===== src/rtl/estc_pkg.sv =====
// Package for the epoch-seconds to calendar converter: state type, constants and month table.
`timescale 1ns / 1ps
`default_nettype none

package estc_pkg;

    // Sequencer states of the converter.
    typedef enum logic [3:0] {
        ST_IDLE,
        ST_DAYS,
        ST_DAY_REM,
        ST_HOURS,
        ST_HOUR_REM,
        ST_MINUTES,
        ST_MIN_REM,
        ST_YEARS,
        ST_MONTHS
    } estc_state_t;

    localparam int unsigned SECS_PER_DAY  = 86400;
    localparam int unsigned SECS_PER_HOUR = 3600;
    localparam int unsigned SECS_PER_MIN  = 60;
    localparam int unsigned BASE_YEAR     = 1970;

    // Reciprocals for the constant divisions. Each divisor is split into a power
    // of two, removed by a shift, and an odd part, divided by multiplying with
    // ceil(2^k / odd) and keeping the product from bit k upwards:
    //   86400 = 2^7 * 675, k = 35, exact for a 25-bit dividend;
    //   3600  = 2^4 * 225, k = 21, exact for a 13-bit dividend;
    //   60    = 2^2 * 15,  k = 14, exact for a 10-bit dividend.
    localparam logic [25:0] DAY_RECIP  = 26'd50903317;
    localparam logic [25:0] HOUR_RECIP = 26'd9321;
    localparam logic [25:0] MIN_RECIP  = 26'd1093;

    // Residues of the base year, so that the leap rule needs no divider.
    localparam logic [6:0] BASE_MOD100 = 7'(BASE_YEAR % 100);
    localparam logic [8:0] BASE_MOD400 = 9'(BASE_YEAR % 400);

    localparam logic [3:0] MONTH_DEC = 4'd11;

    // Length of a month in days; month index 0 is January.
    function automatic logic [4:0] days_in_month(input logic [3:0] mi, input logic leap);
        logic [4:0] n;
        begin
            unique case (mi)
                4'd1:                      n = leap ? 5'd29 : 5'd28;
                4'd3, 4'd5, 4'd8, 4'd10:   n = 5'd30;
                default:                   n = 5'd31;
            endcase
            return n;
        end
    endfunction

endpackage

`default_nettype wire


===== src/rtl/epoch_seconds_to_calendar.sv =====
// Top level of the converter from Unix epoch seconds to a UTC Gregorian date and time of day.
`timescale 1ns / 1ps
`default_nettype none

// A transaction is started by raising start while busy is low; epoch_seconds is
// sampled at that edge. busy then stays high through the fixed arithmetic, the
// year compares and the month compares. The longest case is December 2105, with
// Y = 135 whole years since 1970 and M = 11 whole months in the last year. The
// fixed arithmetic finds the whole days, then the hour and then the minute by
// multiplying with a reciprocal, each followed by a step that multiplies back
// and subtracts to leave the remainder; the year and month loops then remove one
// year or one month per cycle on the shared subtractor, whose borrow doubles as
// the compare. The result appears on year, month, day, hour, minute and second
// with done high for exactly one cycle, the same cycle in which busy falls. The
// result ports are also used as working registers during a conversion, so they
// are only valid while done is high. The receiver cannot stall the block, so it
// must take the result in that cycle; a new transaction may be started in that
// same cycle.
module epoch_seconds_to_calendar
(
    input  wire logic        clk,
    input  wire logic        rst_n,
    input  wire logic        start,
    output logic             busy,
    input  wire logic [31:0] epoch_seconds,
    output logic             done,
    output logic [11:0]      year,
    output logic [3:0]       month,
    output logic [4:0]       day,
    output logic [4:0]       hour,
    output logic [5:0]       minute,
    output logic [5:0]       second
);

    estc_pkg::estc_state_t state_reg, state_next;

    // Working registers of the sequencer.
    logic [31:0] rem_reg, rem_next;      // seconds not yet placed in days, hours or minutes
    logic [15:0] days_reg, days_next;    // whole days left to place in the calendar
    logic [6:0]  mod100_reg, mod100_next;
    logic [8:0]  mod400_reg, mod400_next;
    logic [3:0]  mi_reg, mi_next;        // month index, 0 is January
    logic        done_reg, done_next;

    // Result registers.
    logic [11:0] year_reg, year_next;
    logic [3:0]  month_reg, month_next;
    logic [4:0]  day_reg, day_next;
    logic [4:0]  hour_reg, hour_next;
    logic [5:0]  minute_reg, minute_next;
    logic [5:0]  second_reg, second_next;

    // The shared subtractor, whose borrow doubles as the compare.
    logic [31:0] alu_a, alu_b;
    logic [32:0] alu_diff;
    logic        alu_borrow;

    // The shared multiplier for the reciprocal divisions and the multiply-backs.
    logic [25:0] mul_a, mul_b;
    logic [51:0] mul_p;

    logic        leap;
    logic [8:0]  year_len;
    logic [4:0]  month_len;

    assign alu_diff   = {1'b0, alu_a} - {1'b0, alu_b};
    assign alu_borrow = alu_diff[32];
    assign mul_p      = {26'd0, mul_a} * {26'd0, mul_b};

    // Gregorian rule: divisible by 4 and not by 100, or divisible by 400.
    assign leap      = ((year_reg[1:0] == 2'd0) && (mod100_reg != 7'd0)) ||
                       (mod400_reg == 9'd0);
    assign year_len  = leap ? 9'd366 : 9'd365;
    assign month_len = estc_pkg::days_in_month(mi_reg, leap);

    always_ff @(posedge clk or negedge rst_n)
    begin
        if (!rst_n)
        begin
            state_reg <= estc_pkg::ST_IDLE;
            done_reg  <= 1'b0;
        end
        else
        begin
            state_reg <= state_next;
            done_reg  <= done_next;
        end
    end

    always_ff @(posedge clk)
    begin
        rem_reg    <= rem_next;
        days_reg   <= days_next;
        mod100_reg <= mod100_next;
        mod400_reg <= mod400_next;
        mi_reg     <= mi_next;
        year_reg   <= year_next;
        month_reg  <= month_next;
        day_reg    <= day_next;
        hour_reg   <= hour_next;
        minute_reg <= minute_next;
        second_reg <= second_next;
    end

    always_comb
    begin
        state_next  = state_reg;
        rem_next    = rem_reg;
        days_next   = days_reg;
        mod100_next = mod100_reg;
        mod400_next = mod400_reg;
        mi_next     = mi_reg;
        done_next   = 1'b0;
        year_next   = year_reg;
        month_next  = month_reg;
        day_next    = day_reg;
        hour_next   = hour_reg;
        minute_next = minute_reg;
        second_next = second_reg;
        alu_a       = rem_reg;
        alu_b       = 32'd0;
        mul_a       = 26'd0;
        mul_b       = 26'd0;

        unique case (state_reg)
            estc_pkg::ST_IDLE:
            begin
                if (start)
                begin
                    rem_next   = epoch_seconds;
                    state_next = estc_pkg::ST_DAYS;
                end
            end

            // Whole days: drop the factor 2^7 of 86400, then divide by 675.
            estc_pkg::ST_DAYS:
            begin
                mul_a      = {1'b0, rem_reg[31:7]};
                mul_b      = estc_pkg::DAY_RECIP;
                days_next  = mul_p[50:35];
                state_next = estc_pkg::ST_DAY_REM;
            end

            // Seconds within the day.
            estc_pkg::ST_DAY_REM:
            begin
                mul_a      = {10'd0, days_reg};
                mul_b      = 26'(estc_pkg::SECS_PER_DAY);
                alu_b      = mul_p[31:0];
                rem_next   = alu_diff[31:0];
                state_next = estc_pkg::ST_HOURS;
            end

            // Hour: drop the factor 2^4 of 3600, then divide by 225.
            estc_pkg::ST_HOURS:
            begin
                mul_a      = {13'd0, rem_reg[16:4]};
                mul_b      = estc_pkg::HOUR_RECIP;
                hour_next  = mul_p[25:21];
                state_next = estc_pkg::ST_HOUR_REM;
            end

            // Seconds within the hour.
            estc_pkg::ST_HOUR_REM:
            begin
                mul_a      = {21'd0, hour_reg};
                mul_b      = 26'(estc_pkg::SECS_PER_HOUR);
                alu_b      = mul_p[31:0];
                rem_next   = alu_diff[31:0];
                state_next = estc_pkg::ST_MINUTES;
            end

            // Minute: drop the factor 2^2 of 60, then divide by 15.
            estc_pkg::ST_MINUTES:
            begin
                mul_a       = {16'd0, rem_reg[11:2]};
                mul_b       = estc_pkg::MIN_RECIP;
                minute_next = mul_p[19:14];
                state_next  = estc_pkg::ST_MIN_REM;
            end

            // Seconds within the minute, and the start of the year loop.
            estc_pkg::ST_MIN_REM:
            begin
                mul_a       = {20'd0, minute_reg};
                mul_b       = 26'(estc_pkg::SECS_PER_MIN);
                alu_b       = mul_p[31:0];
                second_next = alu_diff[5:0];
                year_next   = 12'(estc_pkg::BASE_YEAR);
                mod100_next = estc_pkg::BASE_MOD100;
                mod400_next = estc_pkg::BASE_MOD400;
                state_next  = estc_pkg::ST_YEARS;
            end

            // Remove one whole year per cycle while the remaining days cover it.
            estc_pkg::ST_YEARS:
            begin
                alu_a = {16'd0, days_reg};
                alu_b = {23'd0, year_len};
                if (!alu_borrow)
                begin
                    days_next   = alu_diff[15:0];
                    year_next   = year_reg + 12'd1;
                    mod100_next = (mod100_reg == 7'd99)  ? 7'd0 : mod100_reg + 7'd1;
                    mod400_next = (mod400_reg == 9'd399) ? 9'd0 : mod400_reg + 9'd1;
                end
                else
                begin
                    mi_next    = 4'd0;
                    state_next = estc_pkg::ST_MONTHS;
                end
            end

            // Remove one whole month per cycle; December takes whatever is left.
            estc_pkg::ST_MONTHS:
            begin
                alu_a = {16'd0, days_reg};
                alu_b = {27'd0, month_len};
                if (!alu_borrow && (mi_reg != estc_pkg::MONTH_DEC))
                begin
                    days_next = alu_diff[15:0];
                    mi_next   = mi_reg + 4'd1;
                end
                else
                begin
                    month_next = mi_reg + 4'd1;
                    day_next   = days_reg[4:0] + 5'd1;
                    done_next  = 1'b1;
                    state_next = estc_pkg::ST_IDLE;
                end
            end

            default:
            begin
                state_next = estc_pkg::ST_IDLE;
            end
        endcase
    end

    assign busy   = (state_reg != estc_pkg::ST_IDLE);
    assign done   = done_reg;
    assign year   = year_reg;
    assign month  = month_reg;
    assign day    = day_reg;
    assign hour   = hour_reg;
    assign minute = minute_reg;
    assign second = second_reg;

endmodule

`default_nettype wire

===== config.mk =====
export PLATFORM = sky130hd
export DESIGN_NAME = epoch_seconds_to_calendar
export DESIGN_NICKNAME = d
export VERILOG_FILES = /design/src/rtl/estc_pkg.sv /design/src/rtl/epoch_seconds_to_calendar.sv
export SDC_FILE = /design/constraint.sdc
export NUM_CORES = 1
export LEC_CHECK = 0
export BUFFER_PORTS_ARGS = -buffer_cell sky130_fd_sc_hd__buf_2
export CAP_MARGIN = 20
export CORE_ASPECT_RATIO = 1.2
export CORE_MARGIN = 1.5
export CORE_UTILIZATION = 43
export DETAILED_ROUTE_END_ITERATION = 12
export PLACE_DENSITY = 0.66
export SETUP_SLACK_MARGIN = 0.5
export SLEW_MARGIN = 10
export SYNTH_ARGS = -nofsm -noshare
export SYNTH_HDL_FRONTEND = slang
export SYNTH_SLANG_ARGS = --single-unit

===== constraint.sdc =====
create_clock -name clk -period 11.5 [get_ports clk]
set_input_delay 0 -clock clk [delete_from_list [all_inputs] [get_ports clk]]
set_output_delay 0 -clock clk [all_outputs]
set_load 0.05 [all_outputs]

Word-level counts from Yosys, hierarchy flattened. Cells that the tools add are included.

Bits of input ports: 35. Bits in registers: 111. Output and inout port bits: 40. Logic and storage cells: 94.

Reduce and logical (&&, ||, !) cells: 23. Mux-type cells: 29. Add/subtract/negate cells: 6. Bitwise gates (word level): 1. Eq/ne operators: 21. Multiply operators: 1.

Operators by type and width (number): one-hot mux 26 bit (6 select lines) (1); one-hot mux 25 bit (6 select lines) (1); one-hot mux 32 bit (3 select lines) (1); 2-to-1 mux 32 bit (2); one-hot mux 32 bit (2 select lines) (1); multiplier 26 x 26 -> 51 bit (1); one-hot mux 16 bit (3 select lines) (1); one-hot mux 4 bit (9 select lines) (1); subtractor 32 x 32 -> 33 bit (1); 2-to-1 mux 16 bit (2); one-hot mux 12 bit (2 select lines) (1); equality test 4 x 3 -> 1 bit (second input constant) (5); 2-to-1 mux 4 bit (5); 2-to-1 mux 9 bit (2); one-hot mux 9 bit (2 select lines) (1); 2-to-1 mux 7 bit (2); one-hot mux 7 bit (2 select lines) (1); adder 12 x 1 -> 12 bit (second input constant) (1); equality test 4 x 2 -> 1 bit (second input constant) (3); equality test 4 bit (second input constant) (3); 2-to-1 mux 12 bit (1); != test 2 bit (second input constant) (5); adder 9 x 1 -> 9 bit (second input constant) (1); equality test 9 bit (second input constant) (1); 26 further kinds (37).

Logic depth before layout (Yosys ltp). Gate-level depths: netlist (run 1).

Depth in word-level cells: 11. Gate-level depth with buffers: 44. Depth with buffers taken out: 40.

Worst setup path after synthesis (run 1). No wires, ideal clock.

Path kind: register to register. Start point: register state_reg[3]. End point: register days_reg[0], enable pin. Library setup time: 0.419 ns. Arrival: 10.430 ns. Required time: 11.081 ns. Cell stages (with the launch flop): 39. Clock period less this slack: 10.849 ns. Setup slack: 0.651 ns. Cell sequence: dfrtp_1 -> nand2b_1 -> clkbuf_1 -> nor2_1 -> a22oi_1 -> inv_1 -> a2111oi_1 -> nor2_1 -> fa_1 -> fa_1 -> inv_1 -> fa_1 -> inv_1 -> fa_1 -> fa_1 -> fa_1 -> inv_1 -> fa_1 -> [3 not listed] -> a21oi_1 -> nor2b_1 -> a311oi_1 -> a21oi_1 -> nor2b_1 -> xnor2_1 -> nand2_1 -> ha_1 -> clkbuf_1 -> a21o_1 -> a21o_1 -> a21oi_1 -> o21ai_0 -> a21o_1 -> a21oi_1 -> a21boi_1 -> o41ai_1 -> a21oi_1.

Longest elaborated chain between the ends: 9.

Ends and longest elaborated chain: from (decl) (RTL line epoch_seconds_to_calendar.sv:35) `estc_pkg::estc_state_t state_reg, state_next;`; from (signal assigned) (RTL line epoch_seconds_to_calendar.sv:80) `state_reg <= estc_pkg::ST_IDLE;`; from (signal assigned) (RTL line epoch_seconds_to_calendar.sv:85) `state_reg <= state_next;`; equality test 4 x 3 -> 1 bit, or another cell as far along (RTL line epoch_seconds_to_calendar.sv:125) `unique case (state_reg)`; one-hot mux 25 bit (6 select lines) or one-hot mux 26 bit (6 select lines) (tied branches) (RTL line epoch_seconds_to_calendar.sv:125); multiplier 26 x 26 -> 51 bit * (RTL line epoch_seconds_to_calendar.sv:68) `assign mul_p = {26'd0, mul_a} * {26'd0, mul_b};`; named net mul_p[23] (RTL line epoch_seconds_to_calendar.sv:60) `logic [51:0] mul_p;`; one-hot mux 32 bit (3 select lines) * (RTL line epoch_seconds_to_calendar.sv:125); subtractor 32 x 32 -> 33 bit * (RTL line epoch_seconds_to_calendar.sv:66) `assign alu_diff = {1'b0, alu_a} - {1'b0, alu_b};`; zero test 1 bit (RTL line epoch_seconds_to_calendar.sv:219) `if (!alu_borrow && (mi_reg != estc_pkg::MONTH_DEC))`; logical AND 1 bit (RTL line epoch_seconds_to_calendar.sv:219); != test 2 bit (no source line); AND reduction 3 bit (no source line) *; to (signal assigned) (RTL line epoch_seconds_to_calendar.sv:93) `days_reg <= days_next;`; to (decl) (RTL line epoch_seconds_to_calendar.sv:39) `logic [15:0] days_reg, days_next;`.

The timed path passes the listed nets; every way through them passes the cells marked *. A chain may end at the register's enable or synchronous reset.

Worst setup path after layout (run 1).
Start point: register state_reg[0]. End point: register mi_reg[0], enable pin.

Longest elaborated chain between the ends: 9.

Ends and longest elaborated chain: equality test 4 x 3 -> 1 bit, or another cell as far along (RTL line epoch_seconds_to_calendar.sv:125); one-hot mux 25 bit (6 select lines) or one-hot mux 26 bit (6 select lines) (tied branches) (RTL line epoch_seconds_to_calendar.sv:125); multiplier 26 x 26 -> 51 bit * (RTL line epoch_seconds_to_calendar.sv:68); named net mul_p[23] (RTL line epoch_seconds_to_calendar.sv:60); one-hot mux 32 bit (3 select lines) * (RTL line epoch_seconds_to_calendar.sv:125); subtractor 32 x 32 -> 33 bit * (RTL line epoch_seconds_to_calendar.sv:66); zero test 1 bit (RTL line epoch_seconds_to_calendar.sv:219); logical AND 1 bit (RTL line epoch_seconds_to_calendar.sv:219); != test 2 bit (no source line); AND reduction 3 bit (no source line) *; to (signal assigned) (RTL line epoch_seconds_to_calendar.sv:96) `mi_reg <= mi_next;`; to (decl) (RTL line epoch_seconds_to_calendar.sv:42) `logic [3:0] mi_reg, mi_next;`.

Marks and branches as above.

==> results.txt, run 1 <==
Storage cell area = 0.00331 mm²
largest fanout on the critical path = 15
post-synthesis sequential element count = 111
primary flip-flop cell chosen by synthesis mapping = sky130_fd_sc_hd__edfxtp_1
placeable core area = 0.0524 mm²
fin nets = 3333
Remaining Overflow, GRT = 0
total I/O pin count = 75
Fin. Hold Viols = 0
post-layout minimum cycle time = 10420 ps
portion of the clock cycle consumed by the worst path in the final layout = 90.6%
worst slew margin relative to its limit = 37.0%
clock buffers created by TritonCTS = 9
Vias per Instance = 5.17
Max stage delay cell, worst path = sky130_fd_sc_hd__fa_1
gpl congestion = 0.991
hold wc startpoint = epoch_seconds[30]
measured slew at the worst slew-check pin = 942 ps
Detailed Route WL = 69.4 mm
startpoint of the worst-slack reg-to-reg timing path = state_reg[0]
Clk Latency, worst-skew pair = 370 ps
CTS root buf = sky130_fd_sc_hd__clkbuf_16
count of max-cap constraint violations = 0
area overhead of the layout relative to synthesis = 10.6%
number of levels in the clock H-tree = 3
Yosys warning count = 0
Max Root-Sink Buffers = 2
Overall Global Routing Usage = 26.7%
first-pass GRT wire length = 107 mm
combined area of all synthesized cells = 0.0227 mm²
number of design rule violations left after detail routing = 0
number of global-route vias before repair = 18311
average footprint of a synthesized cell = 9.28 µm²
final-report max-slew violation count = 0
minimum setup slack among reg-to-reg paths = 1080 ps
number of antenna violations at the first check in global routing = 0
first-pass detailed-route iteration total = 5
# port buffers = 74
Gate Count Post-Synth = 2444
Worst Hold Endpoint = rem_reg[30]
number of distinct library cells after synthesis = 75
vias = 17246
max incr delay on CP = 540 ps
Antenna Violating Nets Remaining = 0
setup repair after global routing missed its margin = false
EDFF count, synth = 106
fraction of final layout cells sized beyond drive strength 1 = 7.06%
Post-synth ARST share = 4.50%
worst hold path stage count = 3
data required time at the worst endpoint = 11570 ps
critical setup path kind = register to register
Worst EP arrival = 10490 ps
hpwl dp = 60.5 mm
clock transition time at the flip-flop clock pins of the worst setup and hold paths = 90 ps
count of inserted antenna diode cells = 0
Sinks on Clock Net = 111
clock tree from TritonCTS = yes
chip width = 213 µm
status = complete, no violations
number of filler instances in the final layout = 5010
largest net degree at the start of global routing = 45
register area share after synthesis = 14.6%
element type at the critical path end = register
combined area of the multi-input logic cells = 0.0175 mm²
DIE HEIGHT = 255 µm
number of flip-flops in the largest register = 32
Worst R2R End = mi_reg[0]
number of violations reported at the end of detailed-routing iteration 0 = 1283
final setup violation count = 0
mean routed wirelength per cell = 20.8 µm
worst-case clock skew = 12.4 ps
Die Outline Area = 0.0541 mm²
timing-limited maximum frequency = 96.0 MHz
kind of start point of the critical path = register
post-route setup TNS = 0 ps
Hold/Removal Path Class = primary input to register
reg2reg path depth = 40
Placement Rows = 92
Initial Utilization = 43.3%
[cells by family (layout without fill, tap and decap cells)]
family / count (synthesis) / after routing / share of synthesized area [%]
fa+ha+maj: 669 / 669 / 49.4
buf+inv: 639 / 736 / 10.6
simple gates: 586 / 586 / 11.8
compound gates: 335 / 335 / 9.53
flops: 111 / 111 / 14.6
xor+xnor: 93 / 93 / 3.59
mux: 9 / 9 / 0.414
other cells: 2 / 95 / 0.0331
[worst max-delay path by stage]
stage / to / start / depth (start not counted) / slack [ps]
after floorplan: days_reg[0] / state_reg[3] / 38 / 650
after global placement: mi_reg[3] / state_reg[3] / 36 / 580
after detailed placement: mi_reg[0] / state_reg[3] / 38 / 400
after CTS: mi_reg[0] / state_reg[3] / 38 / 560
after global routing: mi_reg[0] / state_reg[0] / 40 / 510
final: mi_reg[0] / state_reg[0] / 40 / 1080
[repair_timing]
item | CTS | global route
endpoints found under the hold margin | 30 | 0
hold buffers | 26 | 0
pin swaps | 0 | 3
resized for setup | 2 | 22
buffers inserted | 0 | 7
endpoints found under the setup margin | 42 | 67
[cell usage in the layout, fill, tap and decap left out, types with 8 or more instances in the layout]
master / netlist / layout
sky130_fd_sc_hd__nand2_1: 266 / 263
sky130_fd_sc_hd__nor3_1: 14 / 11
sky130_fd_sc_hd__and2_1: 49 / 47
sky130_fd_sc_hd__xnor2_1: 63 / 63
sky130_fd_sc_hd__fa_1: 378 / 378
sky130_fd_sc_hd__o211ai_1: 8 / 8
sky130_fd_sc_hd__o21bai_1: 15 / 15
sky130_fd_sc_hd__a31oi_1: 10 / 9
sky130_fd_sc_hd__buf_4: 0 / 38
sky130_fd_sc_hd__and3_1: 35 / 34
sky130_fd_sc_hd__nand2b_1: 12 / 11
sky130_fd_sc_hd__edfxtp_1: 106 / 106
sky130_fd_sc_hd__clkbuf_16: 0 / 9
sky130_fd_sc_hd__o21ai_0: 70 / 69
sky130_fd_sc_hd__or2_2: 8 / 8
sky130_fd_sc_hd__a21oi_1: 114 / 112
sky130_fd_sc_hd__a21o_1: 43 / 43
sky130_fd_sc_hd__nand3_1: 34 / 34
sky130_fd_sc_hd__buf_2: 3 / 74
sky130_fd_sc_hd__nand4_1: 19 / 19
sky130_fd_sc_hd__nor2b_1: 8 / 8
sky130_fd_sc_hd__inv_1: 581 / 581
sky130_fd_sc_hd__dlygate4sd3_1: 0 / 26
sky130_fd_sc_hd__nor2_1: 114 / 110
sky130_fd_sc_hd__ha_1: 291 / 291
sky130_fd_sc_hd__conb_1: 2 / 95
sky130_fd_sc_hd__xor2_1: 30 / 30
[metal layers]
layer	up-vias	track usage, %	share of wire (%)
li1	7995	-	-
met1	8645	33.1	41
met2	480	47.0	50
met3	126	2.20	3.8
met4	0	12.4	5.3
met5	-	0	0
[area by class of cell]
class | count | share of cell area [%]
clock buffer | 9 | 0.897
clock inverter | 7 | 0.334
inverter | 581 | 8.69
multi-input combinational | 1787 | 69.6
sequential | 111 | 13.2
tap | 705 | 3.51
timing repair buffer | 139 | 3.73
[synthesized netlist by cell type, drive strengths merged, types with 15 or more instances]
master / count / share of area [%]
fa: 378 / 33
edfxtp: 106 / 14
nand2: 266 / 4.4
xor2: 30 / 1.2
nand4: 19 / 0.52
nand3: 34 / 0.75
nor2: 114 / 1.9
a21oi: 115 / 2.6
a21o: 43 / 1.4
inv: 581 / 9.6
xnor2: 63 / 2.4
and2: 49 / 1.4
o21bai: 15 / 0.50
ha: 291 / 16
and3: 35 / 0.97
clkbuf: 52 / 0.87
o21ai: 74 / 1.6
[critical path, delay by kind of cell, from the launching register on]
kind	cells	cell delay [ps]
multiplexers	1	350
XOR/XNOR	1	160
adder cells (fa/ha/maj)	9	4210
buffers and inverters	8	740
AO/OA/AOI/OAI	13	2580
AND/OR/NAND/NOR	8	1550
flip-flops	1	520
[per-stage QoR]
stage               cells  util, %  cell area [µm²]  worst slack (ps)  hold slack (ps)
floorplan            2537        -            23000               651             -296
global placement     3290     46.5            24400               584             -161
detailed placement   3290     46.5            24400               400             -155
CTS                  3332     47.6            24900               558             4.89
global route         3339     47.9            25100               511             12.9
finish               3339     47.9            25100              1080             10.4
Power of run 1 is not shown: default switching activity piles up to over one toggle a cycle in this logic, so the estimate is an artifact.
==> run 2, diff against run 1 <==
Settings changed: BUFFER_PORTS_ARGS -buffer_cell sky130_fd_sc_hd__buf_2 to default, CTS_BUF_LIST from default to sky130_fd_sc_hd__clkbuf_8, DONT_BUFFER_PORTS from default to 1, PLACE_DENSITY 0.66 to 0.65.
==> run 2 against run 1 <==
Critical path depth fell by 4; sequential share of layout area up 0.25 points; global-route usage shrank 0.84 points; utilization down 0.88 points; cell count fell by 2.1%; clock skew is 5.4 ps higher; via count shrank 0.79%; register-to-register slack worse by 50 ps; wire length down 3.1%; first-iteration DRC count is 5.0% lower; critical path type unchanged; critical endpoint is now mi_reg[2].
==> results.txt, run 2 (synthesized netlist as in run 1, its figures left out) <==
status = complete, no violations
Hold/Removal Path Class = primary input to register
number of flip-flops in the largest register = 32 (unchanged)
Worst EP arrival = 10560 ps (+70 ps)
Sinks on Clock Net = 111 (unchanged)
clock buffers created by TritonCTS = 9 (unchanged)
leading cell types in the layout, fill and taps excluded = sky130_fd_sc_hd__inv_1, sky130_fd_sc_hd__fa_1, sky130_fd_sc_hd__ha_1
most common library cell in the layout ignoring fill and taps = sky130_fd_sc_hd__inv_1
Placement Rows = 92 (unchanged)
worst-case clock skew = 17.8 ps (+5.37 ps)
number of antenna violations at the first check in global routing = 3 (+3)
count of max-cap constraint violations = 0 (unchanged)
setup repair after global routing missed its margin = false
first-pass GRT wire length = 105 mm (-2.3%)
Buf/Inv on CP = 7 (-1)
most frequent cell on the critical path = sky130_fd_sc_hd__fa_1
number of levels in the clock H-tree = 3 (unchanged)
final setup violation count = 0 (unchanged)
Remaining Overflow, GRT = 0 (unchanged)
clock transition time at the flip-flop clock pins of the worst setup and hold paths = 130 ps (+40 ps)
vias = 17110 (-0.79%)
first-pass detailed-route iteration total = 5 (unchanged)
largest fanout on the critical path = 33 (+18)
highest metal layer used by the detailed router = met5
portion of the clock cycle consumed by the worst path in the final layout = 91.0% (+0.44 points)
CTS root buf = sky130_fd_sc_hd__clkbuf_8
combined area of the multi-input logic cells = 0.0174 mm² (-0.19%)
post-route setup TNS = 0 ps (unchanged)
post-layout minimum cycle time = 10470 ps (+50.5 ps)
family with the most delay on the worst path = adder cells
element type at the critical path end = register
Fin. Hold Viols = 0 (unchanged)
number of violations reported at the end of detailed-routing iteration 0 = 1219 (-5.0%)
number of design rule violations left after detail routing = 0 (unchanged)
mean routed wirelength per cell = 20.6 µm (-0.97%)
max incr delay on CP = 570 ps (+30 ps)
metal1 wirelength = 27.4 mm (-4.4%)
placeable core area = 0.0524 mm² (unchanged)
number of global-route vias before repair = 18220 (-0.50%)
Die Outline Area = 0.0541 mm² (unchanged)
Clk Latency, worst-skew pair = 410 ps (+40 ps)
critical setup path kind = register to register
Max stage delay cell, worst path = sky130_fd_sc_hd__fa_1
area overhead of the layout relative to synthesis = 8.61%
minimum setup slack among reg-to-reg paths = 1030 ps (-50 ps)
final-report max-slew violation count = 0 (unchanged)
measured slew at the worst slew-check pin = 1100 ps (+153 ps)
gpl congestion = 1.01 (+2.3%)
Worst Slack Setup Final = 1030 ps (-50.5 ps)
Overall Global Routing Usage = 25.8% (-0.84 points)
met3 WL = 3.35 mm (+26%)
DIE HEIGHT = 255 µm (unchanged)
hpwl dp = 58.4 mm (-3.5%)
clock tree from TritonCTS = yes
data required time at the worst endpoint = 11590 ps (+20 ps)
# port buffers = 0 (-100%)
timing-limited maximum frequency = 95.5 MHz (-0.48%)
Storage cell area = 0.00331 mm² (unchanged)
worst slew margin relative to its limit = 26.6% (-10 points)
Max Root-Sink Buffers = 2 (unchanged)
Detailed Route WL = 67.3 mm (-3.1%)
largest net degree at the start of global routing = 45 (unchanged)
Antenna Violating Nets Remaining = 0 (unchanged)
fin nets = 3260 (-2.2%)
kind of start point of the critical path = register
number of filler instances in the final layout = 5087 (+1.5%)
Met2 Routed Length = 33.6 mm (-2.3%)
pre-CTS worst setup slack = 536 ps (+136 ps)
total I/O pin count = 75 (unchanged)
Vias per Instance = 5.24 (+1.4%)
chip width = 213 µm (unchanged)
fraction of final layout cells sized beyond drive strength 1 = 3.75% (-3.3 points)
Initial Utilization = 43.3% (unchanged)
## run 2: final timing paths
| path | startpoint | endpoint | depth (start not counted) |
|---|---|---|---|
| hold reg to reg | mod400_reg[0] | mod400_reg[0] | 1 |
| setup / recovery | state_reg[3] | mi_reg[2] | 36 |
| setup reg to reg | state_reg[3] | mi_reg[2] | 36 |
| hold / removal | epoch_seconds[14] | rem_reg[14] | 3 |
| max in group asynchronous | rst_n | state_reg[2] | 2 |
| min in group asynchronous | rst_n | done | 2 |
## run 2: layer usage
layer | track usage (%) | vias to the layer above
met5 | 0 | -
met4 | 9.52 | 4
met3 | 2.34 | 128
met2 | 46.0 | 523
met1 | 32.5 | 8591
li1 | - | 7864
## run 2: area by class of cell
class | instances | share of cell area [%]
timing repair buffer | 66 | 2.38
clock buffer | 9 | 0.503
sequential | 111 | 13.5
antenna | 2 | 0.0203
clock inverter | 7 | 0.401
tap | 705 | 3.58
inverter | 581 | 8.85
multi-input combinational | 1787 | 70.8
## run 2: repair_timing
item / 4_1_cts / 5_1_grt
setup endpoints to repair: 3 / 65
setup buffers: 0 / 0
hold buffers: 35 / 0
endpoints found under the hold margin: 38 / 0
gates resized for setup: 1 / 14
## run 2: per-stage QoR
stage / std cells / util, % / hold slack [ps] / instance area (µm²)
floorplan: 2537 / - / -296 / 23000
global placement: 3215 / 45.8 / -295 / 24000
detailed placement: 3215 / 45.8 / -295 / 24000
CTS: 3266 / 46.9 / 308 / 24600
global route: 3267 / 47.0 / 322 / 24600
finish: 3268 / 47.0 / 323 / 24600
## run 2: worst reg2reg max path: cells and delay by family, from the launching register on
kind | cells | cell delay, ps
DFF | 1 | 520
adders and majority gates | 9 | 4390
xor gates and xnor gates | 1 | 250
muxes | 1 | 380
AOI/OAI and AO/OA | 10 | 2300
buffers and inverters | 7 | 830
and+or+nand+nor | 8 | 1520
Power of run 2 is left out for the same reason.
==> run 3, diff against run 2 <==
Settings changed: ABC_AREA from default to 1, PLACE_DENSITY 0.65 to 0.63.
Clock period 11.5 ns to 13.59 ns, I/O delays scaled along.
==> run 3 against run 2 <==
Worst hold slack worse by 2.7 ps; cell count up 24%; global-route usage up 0.44 points; utilization down 0.57 points; setup slack better by 2400 ps; flip-flop and latch count unchanged; critical path depth up 7; clock skew down 4.5 ps; non-clock buffer count down 22; register-to-register slack better by 2400 ps; via count up 16%; synthesized cell count up 30%; largest cell class unchanged.
==> results.txt, run 3 <==
status = complete, no violations
Sinks on Clock Net = 111 (unchanged)
Overall Global Routing Usage = 26.3% (+0.44 points)
DIE HEIGHT = 265 µm (+4.3%)
chip width = 222 µm (+4.2%)
number of antenna violations at the first check in global routing = 0 (-3)
Hold/Removal Path Class = primary input to register
total I/O pin count = 75 (unchanged)
fin nets = 4001 (+23%)
clock transition time at the flip-flop clock pins of the worst setup and hold paths = 130 ps (about the same)
# port buffers = 0 (unchanged)
Buf/Inv on CP = 11 (+4)
family with the most delay on the worst path = adder cells
worst slew margin relative to its limit = 31.3% (+4.7 points)
largest net degree at the start of global routing = 60 (+33%)
Detailed Route WL = 75.0 mm (+11%)
clock buffers created by TritonCTS = 9 (unchanged)
Storage cell area = 0.00331 mm² (-0.15%)
Max stage delay cell, worst path = sky130_fd_sc_hd__buf_4
Worst EP arrival = 10260 ps (-300 ps)
vias = 19842 (+16%)
worst-case clock skew = 13.3 ps (-4.52 ps)
Post-CTS Setup Inserts = 0 (unchanged)
most used standard cell by instance count after synthesis = sky130_fd_sc_hd__inv_1
number of distinct library cells after synthesis = 49 (-35%)
number of filler instances in the final layout = 5837 (+15%)
max incr delay on CP = 610 ps (+40 ps)
gpl congestion = 0.985 (-2.9%)
mean routed wirelength per cell = 18.6 µm (-9.7%)
Synth top area share = 30.7% (-2.7 points)
area overhead of the layout relative to synthesis = 7.19%
portion of the clock cycle consumed by the worst path in the final layout = 75.1% (-16 points)
Synth top cells by count = sky130_fd_sc_hd__inv_1, sky130_fd_sc_hd__nand2_1, sky130_fd_sc_hd__fa_1
post-route setup TNS = 0 ps (unchanged)
measured slew at the worst slew-check pin = 1030 ps (-68.9 ps)
count of max-cap constraint violations = 0 (unchanged)
timing-limited maximum frequency = 98.0 MHz (+2.5%)
final-report max-slew violation count = 0 (unchanged)
number of global-route vias before repair = 20292 (+11%)
hpwl dp = 66.7 mm (+14%)
number of levels in the clock H-tree = 3 (unchanged)
most frequent cell on the critical path = sky130_fd_sc_hd__nand2_1
placeable core area = 0.0569 mm² (+8.7%)
average footprint of a synthesized cell = 7.77 µm² (-16%)
Vias per Instance = 4.92 (-6.1%)
EDFF count, synth = 106 (unchanged)
count of inserted antenna diode cells = 0 (-2)
number of design rule violations left after detail routing = 0 (unchanged)
Fin. Hold Viols = 0 (unchanged)
Antenna Violating Nets Remaining = 0 (unchanged)
fraction of final layout cells sized beyond drive strength 1 = 3.39% (-0.36 points)
final setup violation count = 0 (unchanged)
leading cell types by total area after synthesis = sky130_fd_sc_hd__fa_1, sky130_fd_sc_hd__ha_1, sky130_fd_sc_hd__inv_1
cts-stage hold buffer count = 35 (unchanged)
combined area of all synthesized cells = 0.0247 mm² (+8.8%)
first-pass detailed-route iteration total = 6 (+1)
Max Root-Sink Buffers = 2 (unchanged)
Resize count post-CTS = 0 (-1)
Yosys warning count = 0 (unchanged)
post-synthesis sequential element count = 111 (unchanged)
Remaining Overflow, GRT = 0 (unchanged)
Gate Count Post-Synth = 3176 (+30%)
primary flip-flop cell chosen by synthesis mapping = sky130_fd_sc_hd__edfxtp_1
Clk Latency, worst-skew pair = 410 ps (about the same)
CTS root buf = sky130_fd_sc_hd__clkbuf_8
clock tree from TritonCTS = yes
number of flip-flops in the largest register = 32 (unchanged)
critical setup path kind = register to register
register area share after synthesis = 13.4% (-1.2 points)
first-pass GRT wire length = 116 mm (+11%)
element type at the critical path end = register
library cell occupying the most area in the post-synthesis netlist = sky130_fd_sc_hd__fa_1
combined area of the multi-input logic cells = 0.0182 mm² (+4.1%)
Die Outline Area = 0.0588 mm² (+8.7%)
post-layout minimum cycle time = 10210 ps (-260 ps)
leading cell types in the layout, fill and taps excluded = sky130_fd_sc_hd__inv_1, sky130_fd_sc_hd__nand2_1, sky130_fd_sc_hd__fa_1
setup repair after global routing missed its margin = false
data required time at the worst endpoint = 13640 ps (+2050 ps)
kind of start point of the critical path = register
largest fanout on the critical path = 59 (+79%)
Initial Utilization = 43.3% (about the same)
most common library cell in the layout ignoring fill and taps = sky130_fd_sc_hd__inv_1
Post-synth ARST share = 4.50% (unchanged)
Placement Rows = 96 (+4.3%)
number of violations reported at the end of detailed-routing iteration 0 = 1168 (-4.2%)
==> run 3: cell types whose count changed in the layout (fill, tap and decap cells not counted), sizes merged, moves of 35 or more <==
cell / change
nand2: +464
xnor2: -52
nor2: +180
a21o: -37
and3: -35
nand3: +79
inv: +331
and2: -44
==> run 3: cell type report <==
type	count	area share, %
Inverter	909	12.9
Sequential cell	111	12.5
Clock inverter	7	0.345
Timing Repair Buffer	44	1.66
Multi-Input combinational cell	2222	68.6
Tap cell	735	3.48
Clock buffer	9	0.468
==> run 3: path summary, 6_finish.rpt <==
| kind | from | end | slack [ps] | cells past startpoint |
|---|---|---|---|---|
| min reg2reg | mod100_reg[0] | mod100_reg[0] | 600 | 1 |
| max in group asynchronous | rst_n | done | 12930 | 2 |
| max | state_reg[3] | days_reg[13] | 3380 | 43 |
| min | epoch_seconds[17] | rem_reg[17] | 320 | 3 |
| max reg2reg | state_reg[3] | days_reg[13] | 3380 | 43 |
| min in group asynchronous | rst_n | state_reg[0] | 440 | 2 |
==> run 3: metrics by stage <==
| step | cell area (µm²) | hold slack [ps] | util, % | std cells | worst slack [ps] |
|---|---|---|---|---|---|
| 3_5_place_dp | 25900 | -295 | 45.5 | 3986 | 3610 |
| 4_1_cts | 26500 | 309 | 46.5 | 4037 | 3530 |
| 3_3_place_gp | 25900 | -295 | 45.4 | 3985 | 3620 |
| 2_1_floorplan | 25000 | -296 | - | 3269 | 5270 |
| 6_report | 26500 | 321 | 46.5 | 4037 | 3380 |
| 5_1_grt | 26500 | 331 | 46.5 | 4037 | 2840 |
==> run 3: kinds of logic after synthesis <==
| kind of cell | share of synthesized area [%] |
|---|---|
| AND/OR/NAND/NOR | 20.7 |
| buffers and inverters | 14.5 |
| adder cells (fa/ha/maj) | 45.4 |
| AO/OA/AOI/OAI | 4.57 |
| flip-flops | 13.4 |
| XOR/XNOR | 1.35 |
| other | 0.0304 |
==> run 3: metal layers <==
metal,up-vias,wire [µm],global-route usage (%)
li1,9610,-,-
met3,131,3060,1.94
met2,555,38100,47.8
met5,-,0,0
met4,0,3890,11.1
met1,9546,30000,32.0
==> run 3: worst min-delay path, delay by kind of cell <==
family        cells  cell delay (ps)
simple gates      2              100
buf+inv           1              520
Power of run 3 is left out for the same reason.
